===== src/rtl/plsq_pkg.sv =====
`default_nettype none
// ----------------------------------------------------------------------------
// plsq_pkg
// Shared types and constants for the positional list / stack / queue block.
// ----------------------------------------------------------------------------
package plsq_pkg;

  localparam int unsigned VALUE_W = 32;  // stored value width
  localparam int unsigned POS_W   = 5;   // request position field width
  localparam int unsigned COUNT_W = 5;   // reported entry count width

  typedef enum logic [1:0] {
    REQ_INS_POS  = 2'd0,
    REQ_REM_POS  = 2'd1,
    REQ_INS_TAIL = 2'd2,
    REQ_REM_TAIL = 2'd3
  } req_t;

  typedef enum logic [1:0] {
    ST_OK     = 2'd0,
    ST_EMPTY  = 2'd1,
    ST_BADPOS = 2'd2,
    ST_FULL   = 2'd3
  } status_t;

  typedef enum logic [2:0] {
    S_IDLE,
    S_INS_RD,
    S_INS_WR,
    S_RM_RD0,
    S_RM_GET,
    S_RM_RD,
    S_RM_WR
  } state_t;

endpackage : plsq_pkg
`default_nettype wire


===== src/rtl/positional_list_stack_queue.sv =====
`default_nettype none
// ----------------------------------------------------------------------------
// positional_list_stack_queue
// Bounded ordered list of signed 32-bit values with insert and remove at any
// position or at the tail; entries are moved one at a time through a memory.
// ----------------------------------------------------------------------------
// A transaction is taken when start is high and busy is low. Every transaction
// gives exactly one result, shown for a single cycle with out_valid high; the
// receiver cannot stall it, so sample it on that cycle. A rejected request
// (empty list, bad position, full list) leaves busy low, and the result
// follows on the next cycle. A good insert at position p keeps busy high while
// the entries from p to the tail move up one place; a good remove at p fetches
// the target, then moves each later entry down one place. The duration is set
// by the registered memory read and the single index unit (increment/decrement
// and compare) that walks the shift: each moved entry needs a read state and a
// write state. Tail insert is the fastest request, a head remove on a full list
// the slowest. The result is strobed in the first cycle that busy is low again,
// and a new transaction may be taken in that same cycle. Reset clears the
// state, the entry count and the result strobe; no memory clearing pass.
// ----------------------------------------------------------------------------
module positional_list_stack_queue
  import plsq_pkg::*;
#(
  parameter int unsigned CAPACITY = 16
) (
  input  wire logic                      clk,
  input  wire logic                      rst_n,
  // request channel
  input  wire logic                      start,
  output logic                           busy,
  input  wire logic [1:0]                in_req_type,
  input  wire logic signed [VALUE_W-1:0] in_value,
  input  wire logic [POS_W-1:0]          in_position,
  // result channel
  output logic                           out_valid,
  output logic signed [VALUE_W-1:0]      out_removed_value,
  output logic [1:0]                     out_status,
  output logic [COUNT_W-1:0]             out_entry_count,
  output logic                           out_is_empty
);

  // Widths that follow from the capacity.
  localparam int unsigned IDX_W = $clog2(CAPACITY);      // memory address
  localparam int unsigned CNT_W = $clog2(CAPACITY + 1);  // 0..CAPACITY
  localparam int unsigned CMP_W = (CNT_W > POS_W) ? CNT_W : POS_W;

  // List storage: one read and one write port, registered read data.
  logic [VALUE_W-1:0] mem [CAPACITY];
  logic               rd_en;
  logic [IDX_W-1:0]   rd_addr;
  logic [VALUE_W-1:0] rd_data_r;
  logic               wr_en;
  logic [IDX_W-1:0]   wr_addr;
  logic [VALUE_W-1:0] wr_data;

  // Sequencer state.
  state_t             state_r, state_nxt;
  logic [CNT_W-1:0]   cnt_r, cnt_nxt;     // entries stored
  logic [IDX_W-1:0]   idx_r, idx_nxt;     // walking index of the shift
  logic [IDX_W-1:0]   pos_r, pos_nxt;     // target position
  logic [VALUE_W-1:0] val_r, val_nxt;     // insert value, or removed value

  // Result registers.
  logic               out_valid_r, out_valid_nxt;
  logic [VALUE_W-1:0] out_val_r, out_val_nxt;
  status_t            out_st_r, out_st_nxt;
  logic [COUNT_W-1:0] out_cnt_r, out_cnt_nxt;
  logic               out_emp_r, out_emp_nxt;

  logic               accept;

  assign busy   = (state_r != S_IDLE);
  assign accept = start && !busy;

  // --------------------------------------------------------------------------
  // Memory
  // --------------------------------------------------------------------------
  always_ff @(posedge clk) begin
    if (wr_en) begin
      mem[wr_addr] <= wr_data;
    end
    if (rd_en) begin
      rd_data_r <= mem[rd_addr];
    end
  end

  // --------------------------------------------------------------------------
  // Registers
  // --------------------------------------------------------------------------
  always_ff @(posedge clk) begin
    if (!rst_n) begin
      state_r     <= S_IDLE;
      cnt_r       <= '0;
      out_valid_r <= 1'b0;
    end else begin
      state_r     <= state_nxt;
      cnt_r       <= cnt_nxt;
      out_valid_r <= out_valid_nxt;
    end
  end

  always_ff @(posedge clk) begin
    idx_r     <= idx_nxt;
    pos_r     <= pos_nxt;
    val_r     <= val_nxt;
    out_val_r <= out_val_nxt;
    out_st_r  <= out_st_nxt;
    out_cnt_r <= out_cnt_nxt;
    out_emp_r <= out_emp_nxt;
  end

  // --------------------------------------------------------------------------
  // Sequencer: request check on accept, then one entry moved per read/write.
  // --------------------------------------------------------------------------
  always_comb begin
    logic [CMP_W-1:0] pos_x;
    logic [CMP_W-1:0] cnt_x;
    logic [CMP_W-1:0] at_x;
    logic             is_ins;
    status_t          st;

    pos_x  = CMP_W'(in_position);
    cnt_x  = CMP_W'(cnt_r);
    at_x   = pos_x;
    is_ins = 1'b1;
    st     = ST_OK;

    state_nxt     = state_r;
    cnt_nxt       = cnt_r;
    idx_nxt       = idx_r;
    pos_nxt       = pos_r;
    val_nxt       = val_r;
    rd_en         = 1'b0;
    rd_addr       = idx_r;
    wr_en         = 1'b0;
    wr_addr       = idx_r;
    wr_data       = rd_data_r;
    out_valid_nxt = 1'b0;
    out_val_nxt   = out_val_r;
    out_st_nxt    = out_st_r;

    unique case (state_r)
      S_IDLE: begin
        if (accept) begin
          unique case (req_t'(in_req_type))
            REQ_INS_POS: begin
              is_ins = 1'b1;
              at_x   = pos_x;
            end
            REQ_REM_POS: begin
              is_ins = 1'b0;
              at_x   = pos_x;
            end
            REQ_INS_TAIL: begin
              is_ins = 1'b1;
              at_x   = cnt_x;
            end
            REQ_REM_TAIL: begin
              is_ins = 1'b0;
              at_x   = cnt_x - CMP_W'(1);
            end
            default: begin
              is_ins = 1'b1;
              at_x   = pos_x;
            end
          endcase

          // position is checked before fullness; emptiness before position
          if (is_ins) begin
            if (at_x > cnt_x) begin
              st = ST_BADPOS;
            end else if (cnt_r >= CNT_W'(CAPACITY)) begin
              st = ST_FULL;
            end
          end else begin
            if (cnt_r == '0) begin
              st = ST_EMPTY;
            end else if (at_x >= cnt_x) begin
              st = ST_BADPOS;
            end
          end

          if (st == ST_OK) begin
            pos_nxt   = at_x[IDX_W-1:0];
            val_nxt   = in_value;
            if (is_ins) begin
              idx_nxt   = cnt_r[IDX_W-1:0];
              state_nxt = S_INS_RD;
            end else begin
              idx_nxt   = at_x[IDX_W-1:0];
              state_nxt = S_RM_RD0;
            end
          end else begin
            out_valid_nxt = 1'b1;
            out_val_nxt   = '0;
            out_st_nxt    = st;
          end
        end
      end

      // insert: walk from the tail down to the target, moving each entry up
      S_INS_RD: begin
        if (idx_r == pos_r) begin
          wr_en         = 1'b1;
          wr_addr       = pos_r;
          wr_data       = val_r;
          cnt_nxt       = cnt_r + CNT_W'(1);
          out_valid_nxt = 1'b1;
          out_val_nxt   = '0;
          out_st_nxt    = ST_OK;
          state_nxt     = S_IDLE;
        end else begin
          rd_en     = 1'b1;
          rd_addr   = idx_r - IDX_W'(1);
          state_nxt = S_INS_WR;
        end
      end

      S_INS_WR: begin
        wr_en     = 1'b1;
        wr_addr   = idx_r;
        wr_data   = rd_data_r;
        idx_nxt   = idx_r - IDX_W'(1);
        state_nxt = S_INS_RD;
      end

      // remove: fetch the target, then pull later entries down one place
      S_RM_RD0: begin
        rd_en     = 1'b1;
        rd_addr   = idx_r;
        state_nxt = S_RM_GET;
      end

      S_RM_GET: begin
        val_nxt   = rd_data_r;
        state_nxt = S_RM_RD;
      end

      S_RM_RD: begin
        if ((CNT_W'(idx_r) + CNT_W'(1)) >= cnt_r) begin
          cnt_nxt       = cnt_r - CNT_W'(1);
          out_valid_nxt = 1'b1;
          out_val_nxt   = val_r;
          out_st_nxt    = ST_OK;
          state_nxt     = S_IDLE;
        end else begin
          rd_en     = 1'b1;
          rd_addr   = idx_r + IDX_W'(1);
          state_nxt = S_RM_WR;
        end
      end

      S_RM_WR: begin
        wr_en     = 1'b1;
        wr_addr   = idx_r;
        wr_data   = rd_data_r;
        idx_nxt   = idx_r + IDX_W'(1);
        state_nxt = S_RM_RD;
      end

      default: begin
        state_nxt = S_IDLE;
      end
    endcase

    // count reported is the count after this request
    out_cnt_nxt = out_valid_nxt ? COUNT_W'(cnt_nxt) : out_cnt_r;
    out_emp_nxt = out_valid_nxt ? (cnt_nxt == '0) : out_emp_r;
  end

  // --------------------------------------------------------------------------
  // Outputs
  // --------------------------------------------------------------------------
  assign out_valid         = out_valid_r;
  assign out_removed_value = out_val_r;
  assign out_status        = out_st_r;
  assign out_entry_count   = out_cnt_r;
  assign out_is_empty      = out_emp_r;

  // --------------------------------------------------------------------------
  // Assertions
  // --------------------------------------------------------------------------
  a_cnt_bound: assert property (@(posedge clk) disable iff (!rst_n)
    cnt_r <= CNT_W'(CAPACITY))
    else $error("entry count above capacity");

  a_no_result_while_busy: assert property (@(posedge clk) disable iff (!rst_n)
    busy |-> !out_valid)
    else $error("result strobe while a transaction is in progress");

  a_accept_progress: assert property (@(posedge clk) disable iff (!rst_n)
    accept |=> (out_valid || busy))
    else $error("accepted transaction neither finished nor in progress");

  a_fail_zero: assert property (@(posedge clk) disable iff (!rst_n)
    (out_valid && (out_st_r != ST_OK)) |-> (out_removed_value == '0))
    else $error("failed request returned a nonzero value");

  a_empty_status: assert property (@(posedge clk) disable iff (!rst_n)
    (out_valid && (out_st_r == ST_EMPTY)) |-> out_is_empty)
    else $error("empty status with entries stored");

  a_count_step: assert property (@(posedge clk) disable iff (!rst_n)
    (cnt_r != $past(cnt_r)) |-> $past(state_r == S_INS_RD || state_r == S_RM_RD))
    else $error("entry count changed outside a finishing step");

endmodule : positional_list_stack_queue
`default_nettype wire

===== config.mk =====
export PLATFORM = sky130hd
export DESIGN_NAME = positional_list_stack_queue
export DESIGN_NICKNAME = d
export VERILOG_FILES = /design/src/rtl/plsq_pkg.sv /design/src/rtl/positional_list_stack_queue.sv
export SDC_FILE = /design/constraint.sdc
export NUM_CORES = 1
export LEC_CHECK = 0
export BUFFER_PORTS_ARGS = -buffer_cell sky130_fd_sc_hd__buf_4
export CORE_UTILIZATION = 45
export CTS_CLUSTER_SIZE = 10
export DETAILED_ROUTE_END_ITERATION = 6
export SLEW_MARGIN = 30
export SYNTH_ARGS = -nofsm -noshare
export SYNTH_HDL_FRONTEND = slang
export SYNTH_SLANG_ARGS = --single-unit

===== constraint.sdc =====
create_clock -name clk -period 7.9 [get_ports clk]
set_clock_uncertainty 0.05 [all_clocks]
set_input_delay 2.37 -clock clk [delete_from_list [all_inputs] [get_ports clk]]
set_output_delay 2.37 -clock clk [all_outputs]
set_load 0.02 [all_outputs]

**After elaboration in Yosys (flattened, before gate mapping)**

Memories as Yosys holds them, arrays and structs flattened. A register that Yosys moved wholly into a read port is not among the register bits.
Cells that the tools add are included.

- Order comparisons: 4
- Add/subtract/negate cells: 5
- Equal/unequal tests: 15
- Multiplexer cells: 57
- Reduce and logical (&&, ||, !) cells: 21

Operators by type and width:

| operator | count |
|---|---|
| 32-bit two-way mux | 8 |
| 32-bit one-hot mux with 3 select lines | 1 |
| 32-bit one-hot mux with 2 select lines | 1 |
| 4-bit two-way mux | 7 |
| 2-bit two-way mux | 13 |
| 5-bit two-way mux | 4 |
| 3-bit one-hot mux with 6 select lines | 1 |
| 5-bit one-hot mux with 3 select lines | 1 |
| 4-bit one-hot mux with 3 select lines | 1 |
| 5-bit greater-or-equal comparator | 2 |
| 5-bit zero test | 2 |
| 1-bit two-way mux | 10 |
| 2-bit != test (second input constant) | 5 |
| 5-bit one-hot mux with 2 select lines | 1 |
| 2-bit OR reduction | 5 |
| 3-bit == test (second input constant) | 3 |
| 3-bit two-way mux | 3 |
| 3-bit AND reduction | 3 |
| 3-bit nonzero test | 3 |
| 4-bit one-hot mux with 2 select lines | 1 |
| 3-bit by 2-bit == test with 1-bit output (second input constant) | 2 |
| 1-bit one-hot mux with 3 select lines | 2 |
| 2-bit one-hot mux with 3 select lines | 1 |
| 4-bit by 1-bit adder with 5-bit output (second input constant) | 1 |
| 18 further kinds | 21 |

- Memories kept: 1
- Register bits after elaboration: 89
- Bits of input ports: 42
- RAM bits: 512

Memories:

| name | words | width | read ports | clocked after memory_dff | wr ports | line | text |
|---|---|---|---|---|---|---|---|
| mem | 16 | 32 | 1 | 1 | 1 | positional_list_stack_queue.sv:48 | `logic [VALUE_W-1:0] mem [CAPACITY];` |

**Logic depth before layout (Yosys ltp)**

Gate-level depths: netlist of the first run.

- Word-level depth: 15
- Mapped depth: 15
- Gate-level depth less buffers: 14

**Least setup slack after synthesis of the first run**

OpenSTA, ideal clock, no wires.

- Path type: input-to-reg
- Start point: in in_req_type[0]
- End point: reg val_r[0], enable pin
- Setup slack: 474 ps
- Required time: 7,382 ps
- Cell stages on the path: 12
- Data arrival time: 6,908 ps
- Cell sequence: clkbuf_1 > buf_1 > nand3_1 > xnor2_1 > a21oi_1 > ha_1 > and3_1 > a221o_1 > nand2_1 > nand2_1 > o21ai_0 > nor3b_1

- Cells in the longest elaborated chain, start to end: 14
- Elaborated cells on any way between the ends: 24

Ends and longest elaborated chain:

| item | line | text |
|---|---|---|
| start, declared | positional_list_stack_queue.sv:31 | `input wire logic [1:0] in_req_type,` |
| 2-bit by 1-bit == test with 1-bit output or 2-bit zero test (tied branches) | positional_list_stack_queue.sv:145 | `unique case (req_t'(in_req_type))` |
| 2-bit OR reduction (no line) | n/a |  |
| 5-bit one-hot mux with 3 select lines | positional_list_stack_queue.sv:145 |  |
| 5-bit two-way mux | positional_list_stack_queue.sv:144 | `if (accept) begin` |
| 5-bit two-way mux | positional_list_stack_queue.sv:142 | `unique case (state_r)` |
| 5-bit greater-or-equal comparator | positional_list_stack_queue.sv:178 | `end else if (at_x >= cnt_x) begin` |
| 2-bit two-way mux | positional_list_stack_queue.sv:178 |  |
| 2-bit two-way mux | positional_list_stack_queue.sv:176 | `if (cnt_r == '0) begin` |
| 2-bit two-way mux (*) | positional_list_stack_queue.sv:169 | `if (is_ins) begin` |
| 2-bit two-way mux (*) | positional_list_stack_queue.sv:144 |  |
| 2-bit two-way mux (*) | positional_list_stack_queue.sv:142 |  |
| 2-bit zero test (*) | positional_list_stack_queue.sv:183 | `if (st == ST_OK) begin` |
| 2-bit != test (no line) (*) | n/a |  |
| 3-bit AND reduction (no line) (*) | n/a |  |
| end signal, assigned | positional_list_stack_queue.sv:105 | `val_r <= val_nxt;` |
| end, declared | positional_list_stack_queue.sv:61 | `logic [VALUE_W-1:0] val_r, val_nxt;` |

Every way passes the cells marked *; elsewhere a longest branch is shown, timed or not. The select of a mux whose other input is x is not followed.
A chain may end at the register's enable or synchronous reset.

**Final worst setup path of the first run**

- Start point: reg idx_r[0]
- End point: reg rd_data_r[30], read port of mem (data pin)

- Cells in the longest elaborated chain, start to end: 4
- Elaborated cells on any way between the ends: 11

Ends and longest elaborated chain:

| item | line | text |
|---|---|---|
| start, declared | positional_list_stack_queue.sv:59 | `logic [IDX_W-1:0] idx_r, idx_nxt;` |
| start signal, assigned | positional_list_stack_queue.sv:103 | `idx_r <= idx_nxt;` |
| 4-bit by 1-bit adder with 5-bit output | positional_list_stack_queue.sv:240 | `if ((CNT_W'(idx_r) + CNT_W'(1)) >= cnt_r) begin` |
| 5-bit greater-or-equal comparator | positional_list_stack_queue.sv:240 |  |
| 1-bit two-way mux or 4-bit two-way mux (tied branches) | positional_list_stack_queue.sv:240 |  |
| 1-bit one-hot mux with 3 select lines or 4-bit one-hot mux with 2 select lines (tied branches) | positional_list_stack_queue.sv:142 |  |
| end, declared | positional_list_stack_queue.sv:51 | `logic [VALUE_W-1:0] rd_data_r;` |

Several ways; a longest one is shown, not always the timed one.

==> results.py, run 1 <==
metrics = {
    "route": {
        "dr.pass1.iters": 5,
        "route.vias.total": 15740,
        "avgRoutedWirePerCell_um": 25.85,
        "vias_per_cell": 6.034,
        "postRouteAntennaNets": 0,
        "wirelength_um": 67440,
        "drc_errors": 0,
        "drt-initial-drc-count": 1425,
    },
    "yosys": {
        "yosys-top-cells-count": "edfxtp_1 (624), and3_1 (226), a211oi_1 (112), a21oi_1 (107)",
        "synth_edf_count": 624,
        "synth_top_area_cell": "edfxtp_1",
        "synth_ff_type": "edfxtp_1",
        "syn_area_sq_um": 26210,
        "yosysSeqAreaShare": 0.7219,
        "synth_top_area_frac": 0.7150,
        "async_flop_share": 0,
        "yosysMostFrequentCell": "edfxtp_1",
        "synth-seq-cells": 633,
        "post_synth.cell_area_avg_sq_um": 14.92,
        "synth_cell_type_count": 54,
        "ys_warn_count": 0,
        "synthTopCellsByArea": "edfxtp_1 (72%), and3_1 (5.4%), a211oi_1 (3.2%), mux2_2 (2.8%), mux2i_1 (2.6%)",
        "synth_nets": 1813,
        "synth_cells": 1757,
    },
    "global_routing": {
        "first_global_vias": 15390,
        "grtUsageTotal": 0.2277,
        "grt_max_degree": 84,
        "antenna_found_initial": 1,
        "grt_pass1_wl_um": 100100,
        "grt.overflow.total": 0,
    },
    "worst_setup_path": {
        "r2r-end": "rd_data_r[30]",
        "worstSetupStartpointType": "register",
        "required_ns": 8.17,
        "rr_startpoint": "idx_r[0]",
        "cp-end-kind": "register",
        "cp_data_arrival_time_ns": 5.76,
        "cp_max_fo": 36,
        "reg2reg_depth": 13,
        "crit_type": "reg2reg",
        "rrSetupSlack_ns": 2.41,
    },
    "die": {
        "start_util": 0.4551,
        "die_h_um": 243.3,
        "core-area_sq_um": 57590,
        "io_pins": 84,
        "die_w_um": 243.3,
        "num_rows": 88,
        "die-area_sq_um": 59200,
    },
    "sta": {
        "setup_viol": 0,
        "fin_crit_sh": 0.6944,
        "max_slew_margin": 0.3651,
        "hold_viol_final": 0,
        "setup_tns_ns": 0,
        "worst_slew_pin_slew_ns": 0.9424,
        "fin_crit_ns": 5.485,
        "max_freq_ghz": 0.1823,
        "rsz0062_at_grt": "no",
        "finalMaxSlewViolations": 0,
        "whs_ns": 0.5226,
    },
    "worst_hold_path": {
        "min_path_cells": 1,
        "min_from": "rd_data_r[8]",
        "hold_path_class": "reg2reg",
        "hold_end": "val_r[8]",
    },
    "pwr": {
        "max-vdd-ir-drop_mv": 0.2325,
        "power_leakage_nw": 10.36,
        "powerDensity_nw_per_um2": 318.8,
    },
    "place": {
        "dp_hpwl_um": 34720,
        "port_buffers": 83,
        "globalplace.congestion": 0.8519,
    },
    "clock_network": {
        "cts_resized": 0,
        "cts_tree": "done",
        "clkLatencyLatePin_ns": 0.60,
        "path_clk_slew_ns": 0.05,
        "clockBufferDepth": 3,
        "cts_max_level": 3,
        "postCtsSetupBuffers": 0,
        "cts_hold_buf": 0,
        "numClockSinks": 633,
        "numCtsBuffers": 74,
        "cts-root-buf": "clkbuf_16",
    },
    "cells_and_area": {
        "layout-drive-gt1-share": 0.1779,
        "diodes": 0,
        "area_growth_pct": 13.72,
        "finalNetCount": 1883,
    },
    "run_status": {
        "status": "completed",
    },
    "run": {
        "maxCapViolCount": 0,
    },
}
-- power by group --
group | switching (mW) | leakage [nW] | total (mW) | internal (mW)
logic | 1.57 | 3.64 | 2.31 | 0.740
registers | 0.108 | 5.74 | 4.22 | 4.11
clock network | 1.22 | 0.981 | 2.97 | 1.75
total | 2.90 | 10.4 | 9.50 | 6.60
-- metal layers --
| metal | global-route usage | vias up | part of all wire |
|---|---|---|---|
| li1 | - | 7018 | - |
| met2 | 0.3603 | 572 | 0.47 |
| met3 | 0.03426 | 121 | 0.063 |
| met5 | 0 | - | 0 |
| met1 | 0.3206 | 8033 | 0.44 |
| met4 | 0.08102 | 0 | 0.028 |
-- critical path, stage by stage, from the launching register on --
cell and delay (ns):
edfxtp_1 0.69, inv_1 0.25, ha_1 0.48, ha_1 0.23, a21o_1 0.15, a31oi_1 0.24, o211ai_1 0.33, o32ai_1 0.36
a211o_1 0.16, buf_4 0.48, nand3b_2 0.60, buf_4 0.48, o22ai_1 0.14, or4_1 0.54
-- through the flow --
step                      cell area, sq um    util  cells  setup WS (ns)  power, mW
after floorplan                      26210       -   1757         0.4742      5.804
after global placement               27770  0.4823   2516          2.514      6.540
after detailed placement             27780  0.4824   2516          2.423      6.589
after CTS                            29790  0.5174   2609          2.444      9.546
after global routing                 29800  0.5175   2609          2.213      9.866
final                                29800  0.5175   2609          2.415      9.501
-- flip-flops by register name, indices dropped and copies added, names as in the netlist, 4 cells and up --
register / cells
pos_r: 4
val_r: 32
out_removed_value: 32
idx_r: 4
cnt_r: 5
mem: 512
rd_data_r: 32
out_entry_count: 5
-- logic make-up (layout without fill, tap and decap cells) --
group,count (synthesis),after routing,share of synthesized area
AO/OA/AOI/OAI,374,374,0.09272
multiplexers,134,134,0.05428
buffers and inverters,146,233,0.02378
flip-flops,633,633,0.7219
XOR/XNOR,21,21,0.007019
adder cells (fa/ha/maj),14,14,0.006684
AND/OR/NAND/NOR,435,435,0.09363
-- worst max path at each step --
stage,to,slack (ns),cells after the start,start
detailed placement,rd_data_r[30],2.42,13,idx_r[0]
CTS,rd_data_r[30],2.44,13,idx_r[0]
global route,rd_data_r[30],2.21,13,idx_r[0]
finish,rd_data_r[30],2.41,13,idx_r[0]
global placement,val_r[15],2.51,12,in_req_type[0]
floorplan,val_r[0],0.47,12,in_req_type[0]
-- layout make-up --
type | instances | area, sq um
Clock buffer | 87 | 1943
Clock inverter | 6 | 71.32
Fill cell | 4751 | 27780
Inverter | 14 | 52.55
Multi-Input combinational cell | 978 | 6882
Sequential cell | 633 | 18920
Tap cell | 765 | 957.2
Timing Repair Buffer | 126 | 974.7
-- layout by cell type (no fill, tap or decap), drive strengths merged, types with 2 or more instances in the layout --
| master | instances |
|---|---|
| xnor2 | 14 |
| nand3 | 15 |
| o211a | 2 |
| or4 | 33 |
| nor3 | 10 |
| mux2 | 65 |
| nand2 | 88 |
| a21o | 4 |
| nor2b | 3 |
| dfxtp | 9 |
| buf | 126 |
| nand2b | 5 |
| nand3b | 2 |
| mux2i | 69 |
| inv | 15 |
| ha | 14 |
| xor2 | 7 |
| clkinv | 3 |
| a2bb2oi | 2 |
| a211oi | 130 |
| nor3b | 3 |
| o22ai | 35 |
| a21oi | 107 |
| and3 | 226 |
| a31oi | 2 |
| clkbuf | 87 |
| edfxtp | 624 |
| o21ai | 80 |
| nor4 | 5 |
| and2 | 8 |
| nor2 | 33 |
Power figures use the tool's default switching activity.
==> run 2, diff against run 1 <==
==> constraint.sdc (replaced) <==
create_clock -name clk -period 5.5 [get_ports clk]
set_clock_uncertainty 0.05 [all_clocks]
set_input_delay 1.65 -clock clk [delete_from_list [all_inputs] [get_ports clk]]
set_output_delay 1.65 -clock clk [all_outputs]
set_load 0.02 [all_outputs]
==> run 2 against run 1 <==
  * The flow now finishes with violations (design-rule violations)
  * Flip-flop and latch count did not move
  * Sequential share of layout area decreased by 0.36 points
  * Via count grew 1.2%
  * Global-route usage grew 0.22 points
  * Cell area is 0.57% higher
  * Non-clock buffer count rose by 14
  * Power grew 45%
  * Critical path depth unchanged
  * Core utilization rose by 0.30 points
  * Setup slack worse by 1.9 ns
==> results.py, run 2 (synthesis gave the netlist of run 1 again) <==
metrics = {
    "run_status": {
        "status": "finished, violations left",
        "violations": "design-rule violations",
    },
    "sta": {
        "fin_crit_sh": 0.9034,
        "setup_tns_ns": 0,
        "finalMaxSlewViolations": 0,
        "max_slew_margin": 0.3663,
        "setup_viol": 0,
        "rsz0062_at_grt": "no",
        "worst_slew_pin_slew_ns": 0.9483,
        "hold_viol_final": 0,
        "max_freq_ghz": 0.2013,
        "fin_crit_ns": 4.969,
        "fin_ws_ns": 0.5314,
    },
    "clock_network": {
        "clkLatencyLatePin_ns": 0.61,
        "cts_tree": "done",
        "cts_resized": 0,
        "postCtsSetupBuffers": 0,
        "cts-root-buf": "clkbuf_16",
        "clockBufferDepth": 3,
        "numCtsBuffers": 74,
        "path_clk_slew_ns": 0.06,
        "numClockSinks": 633,
        "cts_max_level": 3,
        "cts_hold_buf": 0,
    },
    "die": {
        "die-area_sq_um": 59200,
        "core-area_sq_um": 57590,
        "num_rows": 88,
        "start_util": 0.4551,
        "die_w_um": 243.3,
        "die_h_um": 243.3,
        "io_pins": 84,
    },
    "global_routing": {
        "first_global_vias": 15600,
        "grt.overflow.total": 0,
        "grtUsageTotal": 0.2299,
        "grt_pass1_wl_um": 100900,
        "grt_max_degree": 70,
        "antenna_found_initial": 0,
    },
    "worst_setup_path": {
        "critPathBufInv": 3,
        "crit_chain": "inv_1, ha_1, ha_1, a21o_1, a31oi_1, o211ai_1, o32ai_1, a211o_1, buf_4, a21o_1, buf_4, o22ai_1, or4_1",
        "worstSetupStartpointType": "register",
        "cp_slowest_cell": "edfxtp_1",
        "cp_data_arrival_time_ns": 5.25,
        "cp_max_fo": 15,
        "required_ns": 5.78,
        "crit_family": "compound AO/OA/AOI/OAI gates",
        "cp-end-kind": "register",
        "cpPeakStageDelay_ns": 0.62,
        "crit_type": "reg2reg",
    },
    "cells_and_area": {
        "finalNetCount": 1897,
        "final_cell_mix": "edfxtp_1 (624), and3_1 (226), buf_4 (133)",
        "layout-drive-gt1-share": 0.1846,
        "largest_reg_flops": 512,
        "final_common_cell": "edfxtp_1",
        "area_growth_pct": 14.37,
        "regMostFlops": "mem",
        "diodes": 0,
    },
    "run": {
        "maxCapViolCount": 0,
    },
    "pwr": {
        "internal_power_mw": 9.538,
        "power_switching_mw": 4.265,
        "max-vdd-ir-drop_mv": 0.3327,
        "combPwrFrac": 0.250,
        "pwr-share-seq": 0.438,
        "p_sw_frac": 0.3090,
        "power_leakage_nw": 10.45,
        "power_frac_clock": 0.312,
        "powerDensity_nw_per_um2": 460.5,
    },
    "place": {
        "post-place-ws_ns": 0.6236,
        "globalplace.congestion": 0.8150,
        "port_buffers": 83,
        "dp_hpwl_um": 37240,
    },
    "route": {
        "vias_per_cell": 6.064,
        "route.vias.total": 15940,
        "dr.pass1.iters": 7,
        "drc_errors": 2,
        "postRouteAntennaNets": 0,
        "avgRoutedWirePerCell_um": 26.00,
        "drt-initial-drc-count": 1512,
        "wirelength_um": 68320,
    },
    "worst_hold_path": {
        "hold_path_class": "reg2reg",
    },
}
[run 2: changes by cell type in the layout (fill, tap and decap cells not counted), sizes merged]
cell	previous run	this run
clkinv	3	1
bufinv	1	0
clkbuf	87	93
clkinvlp	1	0
buf	126	139
inv	15	19
[run 2: worst reg2reg max path, stage by stage, from the launching register on]
cell      delay, ns
edfxtp_1       0.62
inv_1          0.22
ha_1           0.46
ha_1           0.22
a21o_1         0.15
a31oi_1        0.25
o211ai_1       0.32
o32ai_1        0.35
a211o_1        0.19
buf_4          0.29
a21o_1         0.52
buf_4          0.36
o22ai_1        0.15
or4_1          0.55
[run 2: area by class of cell]
class	instances	area, sq um
flip-flops and latches	633	18920
clock buffers	92	1972
clock inverters	6	71.32
fillers	4710	27610
well taps	765	957.2
repair buffers	140	1124
inverters	14	52.55
multi-input cells	978	6874
[run 2: power by group through the flow]
stage / registers, mW / logic [mW] / clock network [mW]
after floorplan: 6.16 / 2.17 / 0
after global placement: 6.14 / 3.38 / 0
after detailed placement: 6.14 / 3.43 / 0
after CTS: 6.05 / 3.44 / 4.38
after global routing: 6.07 / 3.70 / 4.57
final: 6.05 / 3.44 / 4.31
[run 2: layer usage]
layer / vias up / routed length [um] / GRT usage
li1: 7060 / - / -
met1: 8187 / 29420 / 0.3127
met2: 580 / 32860 / 0.3755
met3: 108 / 4404 / 0.03657
met4: 0 / 1635 / 0.07936
met5: - / 0 / 0
[run 2: path summary, 6_finish.rpt]
path                                  from            end  slack (ns)  cells past startpoint
worst min register to register  state_r[0]     state_r[0]        0.52                      1
worst max-delay path              idx_r[0]  rd_data_r[13]        0.53                     13
worst min-delay path            state_r[0]     state_r[0]        0.52                      1
worst max register to register    idx_r[0]  rd_data_r[13]        0.53                     13
[run 2: per-stage QoR]
| stage | instances | cell area, sq um | power, mW | hold WS [ns] | util |
|---|---|---|---|---|---|
| final | 2628 | 29970 | 13.80 | 0.5224 | 0.5205 |
| after detailed placement | 2529 | 27920 | 9.570 | 0.5134 | 0.4849 |
| after global placement | 2529 | 27920 | 9.512 | 0.5073 | 0.4849 |
| after global routing | 2628 | 29970 | 14.33 | 0.5433 | 0.5205 |
| after CTS | 2627 | 29970 | 13.87 | 0.5261 | 0.5204 |
| after floorplan | 1757 | 26220 | 8.338 | 0.4736 | - |
